==> config.mk <==
export PLATFORM = sky130hd
export DESIGN_NAME = strict_base32_decoder
export DESIGN_NICKNAME = d
export VERILOG_FILES = /design/src/rtl/core/sb32_pkg.sv /design/src/rtl/core/sb32_front.sv /design/src/rtl/core/sb32_queue.sv /design/src/rtl/core/sb32_back.sv /design/src/rtl/core/strict_base32_decoder.sv
export SDC_FILE = /design/constraint.sdc
export NUM_CORES = 1
export LEC_CHECK = 0
export ABC_AREA = 1
export BUFFER_PORTS_ARGS = -buffer_cell sky130_fd_sc_hd__buf_4
export CORE_UTILIZATION = 61
export CTS_BUF_LIST = sky130_fd_sc_hd__clkbuf_8
export CTS_CLUSTER_DIAMETER = 120
export DETAILED_ROUTE_END_ITERATION = 8
export HOLD_SLACK_MARGIN = 0.03
export PLACE_DENSITY_LB_ADDON = 0.25
export SKIP_CTS_REPAIR_TIMING = 1
export SYNTH_ARGS = -nofsm -noshare
export SYNTH_HDL_FRONTEND = slang
export SYNTH_SLANG_ARGS = --single-unit
==> constraint.sdc <==
create_clock -name clk -period 15.51 [get_ports clk]
set_clock_uncertainty 0.2 [all_clocks]
set_input_delay 2.3265 -clock clk [delete_from_list [all_inputs] [get_ports clk]]
set_output_delay 2.3265 -clock clk [all_outputs]
set_load 0.01 [all_outputs]
==> src/rtl/core/sb32_pkg.sv <==
// shared types and constants for the strict base32 decoder
package sb32_pkg;

    localparam int COUNT_BITS_DEFAULT = 24;
    localparam int FIELD_BITS         = 24;
    localparam int GROUP_BITS         = 40;
    localparam int SYMBOL_BITS        = 5;
    localparam int QUEUE_DEPTH        = 4;
    localparam int QUEUE_PTR_BITS     = $clog2(QUEUE_DEPTH);

    localparam logic KIND_CHAR = 1'b0;
    localparam logic KIND_END  = 1'b1;

    localparam logic [7:0] PAD_SYMBOL = 8'h3D;

    typedef struct packed {
        logic       kind;
        logic [7:0] symbol;
    } item_t;

    typedef struct packed {
        logic                  result_kind;
        logic [7:0]            data_byte;
        logic                  final_of_run;
        logic                  decode_error;
        logic [FIELD_BITS-1:0] byte_count;
    } result_t;

    // one unit of work for the output side: a decoded group or an end status
    typedef struct packed {
        logic                  is_status;
        logic                  decode_error;
        logic [FIELD_BITS-1:0] byte_count;
        logic [GROUP_BITS-1:0] group;
        logic [2:0]            nbytes;
    } job_t;

    typedef struct packed {
        logic push;
        logic full;
    } queue_wr_t;

endpackage

==> src/rtl/core/sb32_front.sv <==
// input side: symbol classification, group assembly and group checks
module sb32_front #(
    parameter int COUNT_BITS = sb32_pkg::COUNT_BITS_DEFAULT
) (
    input  logic            clk,
    input  logic            rst_n,
    input  logic            item_valid,
    output logic            item_ready,
    input  sb32_pkg::item_t item,
    input  logic            queue_full,
    output logic            push,
    output sb32_pkg::job_t  push_job
);

    localparam int FB   = sb32_pkg::FIELD_BITS;
    localparam int WIDE = (COUNT_BITS > FB) ? COUNT_BITS : FB;
    localparam int KEEP = sb32_pkg::GROUP_BITS - sb32_pkg::SYMBOL_BITS;

    logic [KEEP-1:0]       group_bits_reg, group_bits_next;
    logic [2:0]            group_pos_reg, group_pos_next;
    logic [3:0]            pad_run_reg, pad_run_next;
    logic                  error_reg, error_next;
    logic                  padded_done_reg, padded_done_next;
    logic [COUNT_BITS-1:0] total_reg, total_next;

    logic                  accept;
    logic                  is_pad;
    logic                  sym_ok;
    logic [4:0]            sym_value;
    logic [7:0]            sym_diff;
    logic [3:0]            pad_run_new;
    logic [sb32_pkg::GROUP_BITS-1:0] full_group;
    logic [sb32_pkg::GROUP_BITS-1:0] tail_mask;
    logic [2:0]            nbytes;
    logic                  pad_ok;
    logic                  tail_ok;
    logic [COUNT_BITS:0]   total_sum;
    logic [COUNT_BITS-1:0] total_sat;
    logic [WIDE-1:0]       total_wide;
    logic [FB-1:0]         shown;
    logic                  end_bad;

    assign item_ready = !queue_full;
    assign accept     = item_valid && item_ready;
    assign is_pad     = (item.symbol == sb32_pkg::PAD_SYMBOL);

    // alphabet lookup
    always_comb
    begin
        sym_ok    = 1'b0;
        sym_diff  = '0;
        if (item.symbol >= 8'h41 && item.symbol <= 8'h5A)
        begin
            sym_ok   = 1'b1;
            sym_diff = item.symbol - 8'h41;
        end
        else if (item.symbol >= 8'h32 && item.symbol <= 8'h37)
        begin
            sym_ok   = 1'b1;
            sym_diff = item.symbol - 8'h18;
        end
        sym_value = sym_diff[4:0];
    end

    assign pad_run_new = pad_run_reg + {3'd0, is_pad};
    assign full_group  = {group_bits_reg, (is_pad ? 5'd0 : sym_value)};

    always_comb
    begin
        pad_ok    = 1'b1;
        nbytes    = 3'd0;
        tail_mask = '0;
        unique case (pad_run_new)
            4'd0:
            begin
                nbytes = 3'd5;
            end
            4'd1:
            begin
                nbytes    = 3'd4;
                tail_mask = 40'h00_0000_00FF;
            end
            4'd3:
            begin
                nbytes    = 3'd3;
                tail_mask = 40'h00_0000_FFFF;
            end
            4'd4:
            begin
                nbytes    = 3'd2;
                tail_mask = 40'h00_00FF_FFFF;
            end
            4'd6:
            begin
                nbytes    = 3'd1;
                tail_mask = 40'h00_FFFF_FFFF;
            end
            default:
            begin
                pad_ok = 1'b0;
            end
        endcase
    end

    assign tail_ok   = ((full_group & tail_mask) == '0);
    assign total_sum = {1'b0, total_reg} + (COUNT_BITS+1)'(nbytes);
    assign total_sat = total_sum[COUNT_BITS] ? {COUNT_BITS{1'b1}} : total_sum[COUNT_BITS-1:0];

    // status count is capped at the field width
    assign total_wide = WIDE'(total_reg);
    assign shown      = (total_wide > WIDE'({FB{1'b1}})) ? {FB{1'b1}} : total_wide[FB-1:0];
    assign end_bad    = error_reg || (group_pos_reg != 3'd0);

    always_comb
    begin
        group_bits_next  = group_bits_reg;
        group_pos_next   = group_pos_reg;
        pad_run_next     = pad_run_reg;
        error_next       = error_reg;
        padded_done_next = padded_done_reg;
        total_next       = total_reg;
        push             = 1'b0;
        push_job         = '0;

        if (accept)
        begin
            priority if (item.kind == sb32_pkg::KIND_END)
            begin
                push                  = 1'b1;
                push_job.is_status    = 1'b1;
                push_job.decode_error = end_bad;
                push_job.byte_count   = end_bad ? '0 : shown;
                group_pos_next        = 3'd0;
                pad_run_next          = 4'd0;
                error_next            = 1'b0;
                padded_done_next      = 1'b0;
                total_next            = '0;
            end
            else if (error_reg)
            begin
                error_next = 1'b1;
            end
            else if (padded_done_reg)
            begin
                error_next = 1'b1;
            end
            else if (!is_pad && (pad_run_reg != 4'd0 || !sym_ok))
            begin
                error_next = 1'b1;
            end
            else
            begin
                group_bits_next = full_group[KEEP-1:0];
                group_pos_next  = group_pos_reg + 3'd1;
                pad_run_next    = pad_run_new;
                if (group_pos_reg == 3'd7)
                begin
                    pad_run_next = 4'd0;
                    if (pad_ok && tail_ok)
                    begin
                        push             = 1'b1;
                        push_job.group   = full_group;
                        push_job.nbytes  = nbytes;
                        total_next       = total_sat;
                        padded_done_next = (pad_run_new != 4'd0);
                    end
                    else
                    begin
                        error_next = 1'b1;
                    end
                end
            end
        end
    end

    always_ff @(posedge clk or negedge rst_n)
    begin
        if (!rst_n)
        begin
            group_pos_reg   <= 3'd0;
            pad_run_reg     <= 4'd0;
            error_reg       <= 1'b0;
            padded_done_reg <= 1'b0;
            total_reg       <= '0;
        end
        else
        begin
            group_pos_reg   <= group_pos_next;
            pad_run_reg     <= pad_run_next;
            error_reg       <= error_next;
            padded_done_reg <= padded_done_next;
            total_reg       <= total_next;
        end
    end

    always_ff @(posedge clk)
    begin
        group_bits_reg <= group_bits_next;
    end

endmodule

==> src/rtl/core/sb32_queue.sv <==
// small job queue between the input side and the output side
module sb32_queue (
    input  logic               clk,
    input  logic               rst_n,
    input  sb32_pkg::queue_wr_t wr,
    input  sb32_pkg::job_t     wr_job,
    output logic               full,
    input  logic               pop,
    output sb32_pkg::job_t     head,
    output logic               empty
);

    localparam int PB = sb32_pkg::QUEUE_PTR_BITS;

    sb32_pkg::job_t entry_reg [sb32_pkg::QUEUE_DEPTH];

    logic [PB-1:0] wr_ptr_reg, wr_ptr_next;
    logic [PB-1:0] rd_ptr_reg, rd_ptr_next;
    logic [PB:0]   count_reg, count_next;
    logic          do_push;
    logic          do_pop;

    assign full    = (count_reg == (PB+1)'(sb32_pkg::QUEUE_DEPTH));
    assign empty   = (count_reg == '0);
    assign head    = entry_reg[rd_ptr_reg];
    assign do_push = wr.push && !wr.full;
    assign do_pop  = pop && !empty;

    always_comb
    begin
        wr_ptr_next = do_push ? wr_ptr_reg + PB'(1) : wr_ptr_reg;
        rd_ptr_next = do_pop ? rd_ptr_reg + PB'(1) : rd_ptr_reg;
        count_next  = count_reg + (PB+1)'(do_push) - (PB+1)'(do_pop);
    end

    always_ff @(posedge clk or negedge rst_n)
    begin
        if (!rst_n)
        begin
            wr_ptr_reg <= '0;
            rd_ptr_reg <= '0;
            count_reg  <= '0;
        end
        else
        begin
            wr_ptr_reg <= wr_ptr_next;
            rd_ptr_reg <= rd_ptr_next;
            count_reg  <= count_next;
        end
    end

    always_ff @(posedge clk)
    begin
        if (do_push)
        begin
            entry_reg[wr_ptr_reg] <= wr_job;
        end
    end

endmodule

==> src/rtl/core/sb32_back.sv <==
// output side: unpacks jobs into byte and status transactions
module sb32_back (
    input  logic              clk,
    input  logic              rst_n,
    input  sb32_pkg::job_t    head,
    input  logic              empty,
    output logic              pop,
    output logic              result_valid,
    input  logic              result_ready,
    output sb32_pkg::result_t result
);

    logic              busy_reg, busy_next;
    sb32_pkg::job_t    job_reg, job_next;
    logic [2:0]        idx_reg, idx_next;
    logic              out_valid_reg, out_valid_next;
    sb32_pkg::result_t out_reg, out_next;

    sb32_pkg::job_t    src;
    logic [2:0]        idx;
    logic              slot_free;
    logic              emit;
    logic              last;
    logic [7:0]        sel_byte;
    sb32_pkg::result_t res;

    assign slot_free = !out_valid_reg || result_ready;
    assign src       = busy_reg ? job_reg : head;
    assign idx       = busy_reg ? idx_reg : 3'd0;
    assign emit      = slot_free && (busy_reg || !empty);
    assign last      = src.is_status || (idx == src.nbytes - 3'd1);
    assign pop       = emit && !busy_reg;

    // most significant byte first
    always_comb
    begin
        unique case (idx)
            3'd0:    sel_byte = src.group[39:32];
            3'd1:    sel_byte = src.group[31:24];
            3'd2:    sel_byte = src.group[23:16];
            3'd3:    sel_byte = src.group[15:8];
            3'd4:    sel_byte = src.group[7:0];
            default: sel_byte = 8'd0;
        endcase
    end

    always_comb
    begin
        res = '0;
        if (src.is_status)
        begin
            res.result_kind  = sb32_pkg::KIND_END;
            res.final_of_run = 1'b1;
            res.decode_error = src.decode_error;
            res.byte_count   = src.byte_count;
        end
        else
        begin
            res.result_kind  = sb32_pkg::KIND_CHAR;
            res.data_byte    = sel_byte;
            res.final_of_run = last;
        end
    end

    always_comb
    begin
        out_valid_next = out_valid_reg && !result_ready;
        out_next       = out_reg;
        busy_next      = busy_reg;
        job_next       = job_reg;
        idx_next       = idx_reg;
        if (emit)
        begin
            out_valid_next = 1'b1;
            out_next       = res;
            busy_next      = !last;
            job_next       = src;
            idx_next       = idx + 3'd1;
        end
    end

    always_ff @(posedge clk or negedge rst_n)
    begin
        if (!rst_n)
        begin
            busy_reg      <= 1'b0;
            out_valid_reg <= 1'b0;
            idx_reg       <= 3'd0;
        end
        else
        begin
            busy_reg      <= busy_next;
            out_valid_reg <= out_valid_next;
            idx_reg       <= idx_next;
        end
    end

    always_ff @(posedge clk)
    begin
        job_reg <= job_next;
        out_reg <= out_next;
    end

    assign result_valid = out_valid_reg;
    assign result       = out_reg;

endmodule

==> src/rtl/core/strict_base32_decoder.sv <==
// top level of the strict padded base32 decoder
//
// channel   direction  handshake                    payload
// item      in         item_valid / item_ready      sb32_pkg::item_t (kind, symbol)
// result    out        result_valid / result_ready  sb32_pkg::result_t
//
// one item transaction is taken per cycle whenever the job queue has room
// a completed group yields 1 to 5 byte transactions at one per cycle while result_ready
//   is high, an end item yields one status transaction; each job passes through the job
//   queue and then the registered output stage of the back end before it appears
// the output rate of one result per cycle out of the back end, while result_ready is high,
//   sets throughput: eight characters yield at most five byte results
// rst_n clears all message state and empties the queue; no clearing pass
// result stalls fill the four-entry job queue, then item_ready drops
module strict_base32_decoder #(
    parameter int COUNT_BITS = sb32_pkg::COUNT_BITS_DEFAULT
) (
    input  logic              clk,
    input  logic              rst_n,
    input  logic              item_valid,
    output logic              item_ready,
    input  sb32_pkg::item_t   item,
    output logic              result_valid,
    input  logic              result_ready,
    output sb32_pkg::result_t result
);

    // front to queue
    sb32_pkg::queue_wr_t wr;
    sb32_pkg::job_t      push_job;
    logic                push;
    logic                queue_full;

    // queue to back
    sb32_pkg::job_t      head;
    logic                empty;
    logic                pop;

    assign wr.push = push;
    assign wr.full = queue_full;

    // symbol checks, group assembly, byte total
    sb32_front #(
        .COUNT_BITS (COUNT_BITS)
    ) u_front (
        .clk        (clk),
        .rst_n      (rst_n),
        .item_valid (item_valid),
        .item_ready (item_ready),
        .item       (item),
        .queue_full (queue_full),
        .push       (push),
        .push_job   (push_job)
    );

    // decouples character intake from byte output
    sb32_queue u_queue (
        .clk    (clk),
        .rst_n  (rst_n),
        .wr     (wr),
        .wr_job (push_job),
        .full   (queue_full),
        .pop    (pop),
        .head   (head),
        .empty  (empty)
    );

    // unpacks each job into registered output transactions
    sb32_back u_back (
        .clk          (clk),
        .rst_n        (rst_n),
        .head         (head),
        .empty        (empty),
        .pop          (pop),
        .result_valid (result_valid),
        .result_ready (result_ready),
        .result       (result)
    );

endmodule

### Word level (Yosys, flattened, before mapping)

Memory sizes are Yosys's and may differ from the RTL's.
Index checks and enable logic that the tools add are counted.

* memories kept: 1
* input bits: 13
* bits in registers: 184
* memory bits (read-only): 0
* RAM bits: 276
* bits in latches: 0
* logic and storage cells: 156
* output and inout port bits: 37

* bitwise operators: 5
* divide/modulo/power cells: 0
* equal/unequal tests: 15
* order comparisons: 5
* add/sub/neg operators: 11
* shifts and indexed selects: 0
* reductions and logical operators: 37
* multipliers: 0
* multiplexer cells: 60

Memory list
* u_queue.entry_reg: words 4, width 69, read ports 1, clocked after memory_dff 0, write ports 1, line sb32_queue.sv:15 `sb32_pkg::job_t entry_reg [sb32_pkg::QUEUE_DEPTH];`

Operator list (count)
* $mux W43: 6
* $mux W24: 9
* $mux W69: 2
* $pmux W32 S4: 1
* $and A40 B32 Y40: 1
* $logic_not A40 Y1: 1
* $pmux W8 S5: 1
* $mux W1: 26
* $mux W26: 1
* $add A24 B3 Y25: 1
* $gt A24 B24 Y1 const B: 1
* $mux W4: 5
* $mux W3: 5
* $mux W5: 3
* $pmux W3 S5: 1
* $logic_and A1 B1 Y1: 10
* $eq A3 B3 Y1 const B: 3
* $eq A4 B3 Y1 const B: 2
* $eq A8 B6 Y1 const B: 1
* $ge A8 B6 Y1 const B: 1
* $ge A8 B7 Y1 const B: 1
* $le A8 B6 Y1 const B: 1
* $le A8 B7 Y1 const B: 1
* $logic_not A1 Y1: 8
* other kinds (26): 41

### Depth between registers and ports, before layout

Gate-level depths: netlist of the first run.

* depth after elaboration: 18
* depth in mapped cells: 30
* depth with buffers taken out: 29

### By module

Synthesis of the first run repeated with hierarchy kept, for this count alone.

* cells, all modules: 2015
* area, all modules: 20957.6 sq um

By module, submodules not included
* sb32_queue: cells each 929, seq. area each 8463.1 sq um, instances 1, area each 11255.8 sq um
* sb32_back: cells each 480, seq. area each 3218.1 sq um, instances 1, area each 4947.2 sq um
* sb32_front: cells each 606, seq. area each 1876.8 sq um, instances 1, area each 4754.6 sq um

### Worst setup path after synthesis of the first run

No wires, ideal clock.

* kind: input port to flip-flop
* from: input port item[1] (netlist name)
* to: memory u_queue.entry_reg[0][0] (netlist name) (enable)
* data arrival time: 7125 ps
* cell stages on the path: 18
* buffers on the path: 0
* required time: 14813 ps
* path slack: 7688 ps
* setup time: 497 ps
* path through: inv_1 -> ha_1 -> nand3_1 -> nor3_1 -> ha_1 -> ha_1 -> inv_1 -> nand2_1 -> nand2_1 -> inv_1 -> nand3_1 -> nand3_1 -> nand2_1 -> nor2_1 -> nand3_1 -> nand2_1 -> nand3_1 -> nor2_1

* word-level cells in the longest chain between the ends: 18
* elaborated cells on any way between the ends: 40
* those cells by class: add/sub: 3; order compare: 4; eq/ne: 5; mux: 16; bitwise: 1; reduce/logical: 11

Ends and longest elaborated chain
* start, declared: line strict_base32_decoder.sv:22 `input sb32_pkg::item_t item,`
* parallel branches: the longest is 10 deep, another holds $add A4 B1 Y4
* $mux W1 *: line sb32_front.sv:147 `else if (!is_pad && (pad_run_reg != 4'd0 || !sym_ok))`
* $mux W1 *: line sb32_front.sv:143 `else if (padded_done_reg)`
* $mux W1 *: line sb32_front.sv:139 `else if (error_reg)`
* $mux W1 *: line sb32_front.sv:127 `priority if (item.kind == sb32_pkg::KIND_END)`
* $mux W1 *: line sb32_front.sv:125 `if (accept)`
* $logic_and A1 B1 Y1 *: line sb32_queue.sv:26 `assign do_push = wr.push && !wr.full;`
* $mux W1 *: line sb32_queue.sv:54 `if (do_push)`
* $mux W1 (not written as such) *: line sb32_queue.sv:56 `entry_reg[wr_ptr_reg] <= wr_job;`
* end, declared: line sb32_queue.sv:15

Mark *: on every way between the ends.

### Worst setup path after layout of the first run

* from: input port item[1] (netlist name)
* to: memory u_queue.entry_reg[0][12] (netlist name) (enable)

The elaborated chain is that of the path after synthesis.

==> impl_metrics.toml, run 1 <==
[final_layout]
flow.area_growth_from_synthesis_pct = 10.4
finish.cell_count_without_fillers = 2407
largest_reg_flops = 276
multi_input_comb_area_um2 = 5800
regArea_um2 = 13600
antenna_cells = 0
number_of_fill_cells = 2381
post_route_cells_drive_above_1_share = 0.118
fin_nets = 1945

[setup_path]
worst_r2r_path_depth = 15
required_ns = 15.51
cp-start-kind = "input pin"
worstPathArrival_ns = 6.26
worstSetupEndpointType = "register"
worst-setup-path-type = "input pin to register"
path_max_fanout = 69

[floorplanning]
area_of_the_core_region_um2 = 32600
placement_rows = 66
die-width_um = 184
die-height_um = 184
die_area_um2 = 33900
boundaryPins = 50
initial_core_util = 0.621

[placement]
hpwlAfterDp_mm = 28.1
dp.cells = 2271
port-buffer-count = 49
finalWeightedCongestion = 0.944

[job]
timing.max_cap.violations = 0

[logic_synthesis]
synth.cell_area_um2 = 20300
synth_nets = 1893
netlist_instances = 1854
netlist-cell-type-count = 38
synth_seq_area_share = 0.669
yosys_register_bits = 459
synth_area_per_cell_um2 = 10.9
synth_warnings = 0

[power]
power_frac_seq = 0.454
power_frac_clock = 0.248
power.share.combinational = 0.298
power_per_cell_area_nw_per_um2 = 177
power.share.switching = 0.360
leakage_nw = 8.60
intPower_mw = 2.53
net-switching-power_mw = 1.42
vdd.ir_drop.worst_mv = 0.105

[drt]
ant_nets = 0
routed_wirelength_mm = 46.6
routed-via-count = 14200
routed_wire_length_per_instance_um = 19.4
detail_route.first_pass.iterations = 5
detail_route.iter0.violations = 1563
via_per_inst = 5.92
post-route-drc-count = 0

[cts]
cts_sinks = 459
cts_root_buffer = "clkbuf_8"
htree_num_levels = 3
cts_inserted_buffers = 75
clkTransAtPathRegs_ns = 0.05
cts_max_path_buffers = 3
clock_latency_ns = 0.60
cts_tree = "done"

[sta]
fin_setup_tns_ns = 0
finalCriticalPeriod_ns = 6.26
finalSetupViolations = 0
final_min_period_over_clock_period = 0.404
drv_slew = 0
rsz0062_at_grt = "no"
max_slew.worst_pin.slew_ns = 1.13
timing_hold_violations_final = 0
max_slew_margin = 0.244
timing.fmax_mhz = 160

[global_routing]
grt_start_max_net_pins = 95
grt_first_pass_wirelength_mm = 73.0
grt_usage = 0.282
grt_overflow_total = 0
grt_antenna_before_repair = 0
first_global_vias = 13400

[hold_path]
worst_hold_path.num_cells = 0
hold_class = "register to register"

[outcome]
result_of_the_run = "complete, no violations"
==> final timing paths <==
kind,startpoint,slack (ns),endpoint
max in group asynchronous,rst_n,13.04,u_queue.rd_ptr_reg[0]
worst min-delay path,u_front.group_bits_reg[14],0.25,u_front.group_bits_reg[19]
worst max-delay path,item[1],9.25,u_queue.entry_reg[0][12]
worst max register to register,u_front.pad_run_reg[0],11.24,u_queue.entry_reg[0][12]
min in group asynchronous,rst_n,1.56,u_queue.rd_ptr_reg[1]
worst min register to register,u_front.group_bits_reg[14],0.25,u_front.group_bits_reg[19]
==> layout make-up <==
type | instances | area share
well taps | 442 | 0.0247
clock buffers | 79 | 0.0486
repair buffers | 68 | 0.0228
clock inverters | 57 | 0.0137
flip-flops and latches | 459 | 0.607
inverters | 140 | 0.0237
multi-input cells | 1162 | 0.260
==> critical path, cell delays in order <==
cell,delay (ns)
buf_4,0.13
inv_1,0.08
ha_1,0.16
nand3_1,0.08
nor3_1,0.19
ha_1,0.24
ha_1,0.17
inv_1,0.04
nand2_1,0.04
nand2_1,0.10
inv_1,0.16
nand3_1,0.10
nand3_1,0.08
nand2_1,0.05
nor2_1,0.24
nand3_1,0.19
nand2_1,0.09
buf_4,0.31
nand3_1,0.39
nor2_4,0.17
buf_4,0.79
==> cells in the mapped netlist, drive strengths merged <==
cell    number  area share
nand2      397       0.074
nor2       214       0.041
edfxtp     414        0.61
nand4       54       0.017
o21a         2     0.00074
nor4         1     0.00031
a21oi       49       0.012
buf         28      0.0083
nand3b       1     0.00037
xor2        11      0.0048
inv        135       0.025
nand3       87       0.022
dfrtp       45       0.056
o21ai      161       0.040
clkbuf      65       0.012
nor3        82       0.031
a31oi        5      0.0015
ha          24       0.015
fa           2      0.0020
a22oi        1     0.00037
clkinv       5     0.00093
xnor2        4      0.0017
o22ai       67       0.021
==> power by group through the flow <==
stage               registers, mW  clock network (mW)  logic, mW
global placement             1.81                   0       1.13
finish                       1.79               0.979       1.18
CTS                          1.79               0.990       1.17
floorplan                    1.78                   0      0.786
global route                 1.82                1.04       1.32
detailed placement           1.82                   0       1.16
==> cell families (layout without fill, tap and decap cells) <==
kind of cell               Yosys count  count (layout)  share of synthesized area
AOI/OAI and AO/OA                  285             285                     0.0752
adders and majority gates           26              26                     0.0168
and+or+nand+nor                    836             836                      0.186
xor gates and xnor gates            15              15                    0.00649
DFF                                459             459                      0.669
buffers and inverters              233             344                     0.0464
==> placed cells by master, fill, tap and decap left out, types with 2 or more instances in the layout <==
cell type | Yosys | final
xnor2_1 | 4 | 4
nor3_2 | 41 | 41
clkinv_1 | 5 | 22
a31oi_1 | 5 | 5
inv_1 | 133 | 152
edfxtp_1 | 414 | 414
o22ai_1 | 67 | 67
fa_1 | 2 | 2
nand2_2 | 2 | 2
o21a_1 | 2 | 2
nand2_1 | 394 | 394
ha_1 | 24 | 24
clkbuf_8 | 0 | 79
buf_4 | 1 | 68
xor2_1 | 11 | 11
nor3_1 | 40 | 40
inv_6 | 0 | 2
bufinv_16 | 0 | 2
nor2_2 | 4 | 4
inv_2 | 2 | 3
dfrtp_1 | 45 | 42
nand3_1 | 85 | 85
clkinvlp_4 | 0 | 2
dfrtp_2 | 0 | 2
a21oi_1 | 49 | 49
o21ai_0 | 160 | 160
nor2_1 | 209 | 204
nand4_1 | 53 | 53
clkinv_2 | 0 | 12
nor2_4 | 1 | 6
==> layer usage <==
layer,wire length [um],global-route usage,up-vias
met5,0,0,-
met4,886,0.0783,0
met3,4120,0.0439,77
met2,20800,0.422,693
met1,20800,0.431,6890
li1,-,-,6589
==> metrics by stage <==
stage	hold WS, ns	setup slack (ns)	power, mW	cell area, um^2	util
CTS	0.248	9.27	3.95	22400	0.685
global placement	0.230	8.76	2.94	21000	0.643
finish	0.247	9.25	3.95	22400	0.685
global route	0.260	8.86	4.18	22400	0.685
floorplan	0.226	7.69	2.57	20300	-
detailed placement	0.234	8.65	2.97	21000	0.643
No activity file was read; power rests on OpenSTA's default activity.
==> inputs of run 2 (changes only) <==
Settings changed: ABC_AREA 1 to 0, CORE_UTILIZATION 61 to 58.
Clock period 15.51 ns to 5.55 ns, I/O delays scaled along.
==> impl_metrics.toml, run 2 <==
[outcome]
result_of_the_run = "complete, no violations"

[logic_synthesis]
synth_area_per_cell_um2 = 17.0
yosysTopAreaCellShare = 0.650
netlist_instances = 1124
top_post_synthesis_cells_by_area = "edfxtp_1 65%, mux4_2 8.1%, dfrtp_1 5.9%, mux2_2 4.1%, and2_1 2.4%"
yosys_register_bits = 459
netlist-cell-type-count = 69
yosys.cell_count.top_type = "edfxtp_1"
async_set_reset_flop_share_out_of_synthesis = 0.0980
synth_top_cell_by_area = "edfxtp_1"
synth_seq_area_share = 0.709
synth_nets = 1163
synth-edff-count = 414
synth.cell_area_um2 = 19100
synth_warnings = 0
synth_common_cells = "414 x edfxtp_1, 74 x and2_1, 69 x mux2_2, 69 x mux4_2, 53 x nand3_1"
ys.flop_type = "edfxtp_1"

[global_routing]
grt_start_max_net_pins = 79
grt_overflow_total = 0
first_global_vias = 10400
grt_first_pass_wirelength_mm = 57.6
grt_antenna_before_repair = 0
grt_usage = 0.226

[final_layout]
final_cell_mix = "414 x edfxtp_1, 77 x clkbuf_8, 70 x and2_1, 69 x mux4_2, 69 x mux2_2"
post_route_cells_drive_above_1_share = 0.254
post-route-cell-area_um2 = 21300
layout.cells.most_common = "edfxtp_1"
fin_nets = 1250
number_of_fill_cells = 2235
flow.area_growth_from_synthesis_pct = 11.6
largest_reg_flops = 276
final_core_occ = 0.657
antenna_cells = 0

[sta]
timing_hold_violations_final = 0
drv_slew = 0
finalSetupViolations = 0
timing.final.ws_setup_ns = 1.03
finalCriticalPeriod_ns = 4.52
max_slew.worst_pin.slew_ns = 1.22
rsz0062_at_grt = "no"
fin_setup_tns_ns = 0
max_slew_margin = 0.186
timing.fmax_mhz = 221
final_min_period_over_clock_period = 0.814

[cts]
cts_inserted_buffers = 72
cts_root_buffer = "clkbuf_8"
clkTransAtPathRegs_ns = 0.06
cts_tree = "done"
clock_latency_ns = 0.60
cts_sinks = 459
htree_num_levels = 3
cts_max_path_buffers = 3

[drt]
detail_route.iter0.violations = 900
detail_route.first_pass.iterations = 5
routed_wire_length_per_instance_um = 21.3
post-route-drc-count = 0
routed-via-count = 10200
ant_nets = 0
routed_wirelength_mm = 36.3
via_per_inst = 5.98

[setup_path]
worst-setup-path-type = "input pin to register"
reg2reg_from = "u_front.pad_run_reg[0]"
worst_r2r_path_depth = 14
setup.worst_path.start = "item[1]"
path_max_fanout = 10
cp-start-kind = "input pin"
worstPathArrival_ns = 4.83
end_of_the_worst_register_to_register_path = "u_front.total_reg[19]"
worstSetupEndpointType = "register"
required_ns = 5.86
setup.reg_to_reg.worst_slack_ns = 1.48

[placement]
hpwlAfterDp_mm = 22.3
placedInstanceArea_um2 = 20100
dp_slack_ns = 0.455
finalWeightedCongestion = 0.810
port-buffer-count = 49

[power]
net-switching-power_mw = 2.99
leakage_nw = 7.44
intPower_mw = 7.31
power_per_cell_area_nw_per_um2 = 483
power_frac_seq = 0.491
power.share.switching = 0.290
fin_total_pwr_mw = 10.3
power.share.combinational = 0.264
vdd.ir_drop.worst_mv = 0.242
power_frac_clock = 0.245

[hold_path]
hold_class = "input pin to async pin"

[floorplanning]
initial_core_util = 0.589
area_of_the_core_region_um2 = 32500
placement_rows = 66
die_area_um2 = 33700
die-height_um = 184
die-width_um = 184
boundaryPins = 50

[job]
timing.max_cap.violations = 0
## run 2: cell types whose count changed after synthesis, sizes merged, moves of 44 or more
cell,previous run,this run
o21ai,161,29
nor3,82,16
nand4,54,10
mux2,0,69
nand2,397,51
mux4,0,69
inv,135,27
o22ai,67,1
nor2,214,27
and2,0,75
## run 2: worst max-delay path, stage by stage
cell and delay [ns]:
buf_4 0.13, inv_1 0.07, ha_1 0.22, nand4b_1 0.15
nor2_1 0.13, ha_1 0.20, ha_1 0.31, or3_1 0.39
a21oi_1 0.31, fa_1 0.30, a21oi_1 0.10, or4_1 0.47
nor3_1 0.28, and4_1 0.30, nand2_1 0.15, buf_4 0.21
o21ai_0 0.08, nand2_1 0.07, nand3_1 0.09
## run 2: how the worst max path moves through the flow
stage	to	slack (ns)	cells past startpoint
after global placement	u_front.total_reg[15]	0.59	19
final	u_front.total_reg[19]	1.03	19
after floorplan	u_queue.entry_reg[0][0]	0.34	15
after detailed placement	u_front.total_reg[1]	0.45	19
after CTS	u_front.total_reg[9]	1.07	20
after global routing	u_front.total_reg[5]	0.63	20
## run 2: cells by family (layout without fill, tap and decap cells)
family,Yosys count,count (layout),synth area share
flops,459,459,0.709
simple gates,297,297,0.0862
mux,141,141,0.123
compound gates,103,103,0.0370
buf+inv,82,223,0.0190
fa+ha+maj,26,26,0.0178
xor+xnor,16,16,0.00733
## run 2: metal layers
layer | global-route usage | routed length [um] | up-vias
li1 | - | - | 4591
met1 | 0.333 | 16400 | 5249
met3 | 0.0392 | 2140 | 54
met5 | 0 | 0 | -
met2 | 0.343 | 17000 | 319
met4 | 0.0820 | 748 | 0
## run 2: cell type report
class | count | area [um^2] | share of cell area
Clock buffer | 77 | 1060 | 0.0497
Clock inverter | 51 | 215 | 0.0101
Inverter | 27 | 101 | 0.00475
Multi-Input combinational cell | 583 | 5220 | 0.245
Sequential cell | 459 | 13600 | 0.636
Tap cell | 442 | 553 | 0.0259
Timing Repair Buffer | 68 | 611 | 0.0286
## run 2: power by group through the flow
stage               registers [mW]  logic (mW)  clock network, mW
floorplan                     4.99        1.97                  0
global placement              5.10        2.68                  0
detailed placement            5.14        2.73                  0
CTS                           5.07        2.75               2.58
global route                  5.14        2.94               2.73
finish                        5.07        2.72               2.52
## run 2: per-stage QoR
step	hold WS (ns)	cells
finish	0.0635	1707
detailed placement	0.240	1579
floorplan	0.217	1124
global route	0.101	1707
CTS	0.0498	1707
global placement	0.225	1579
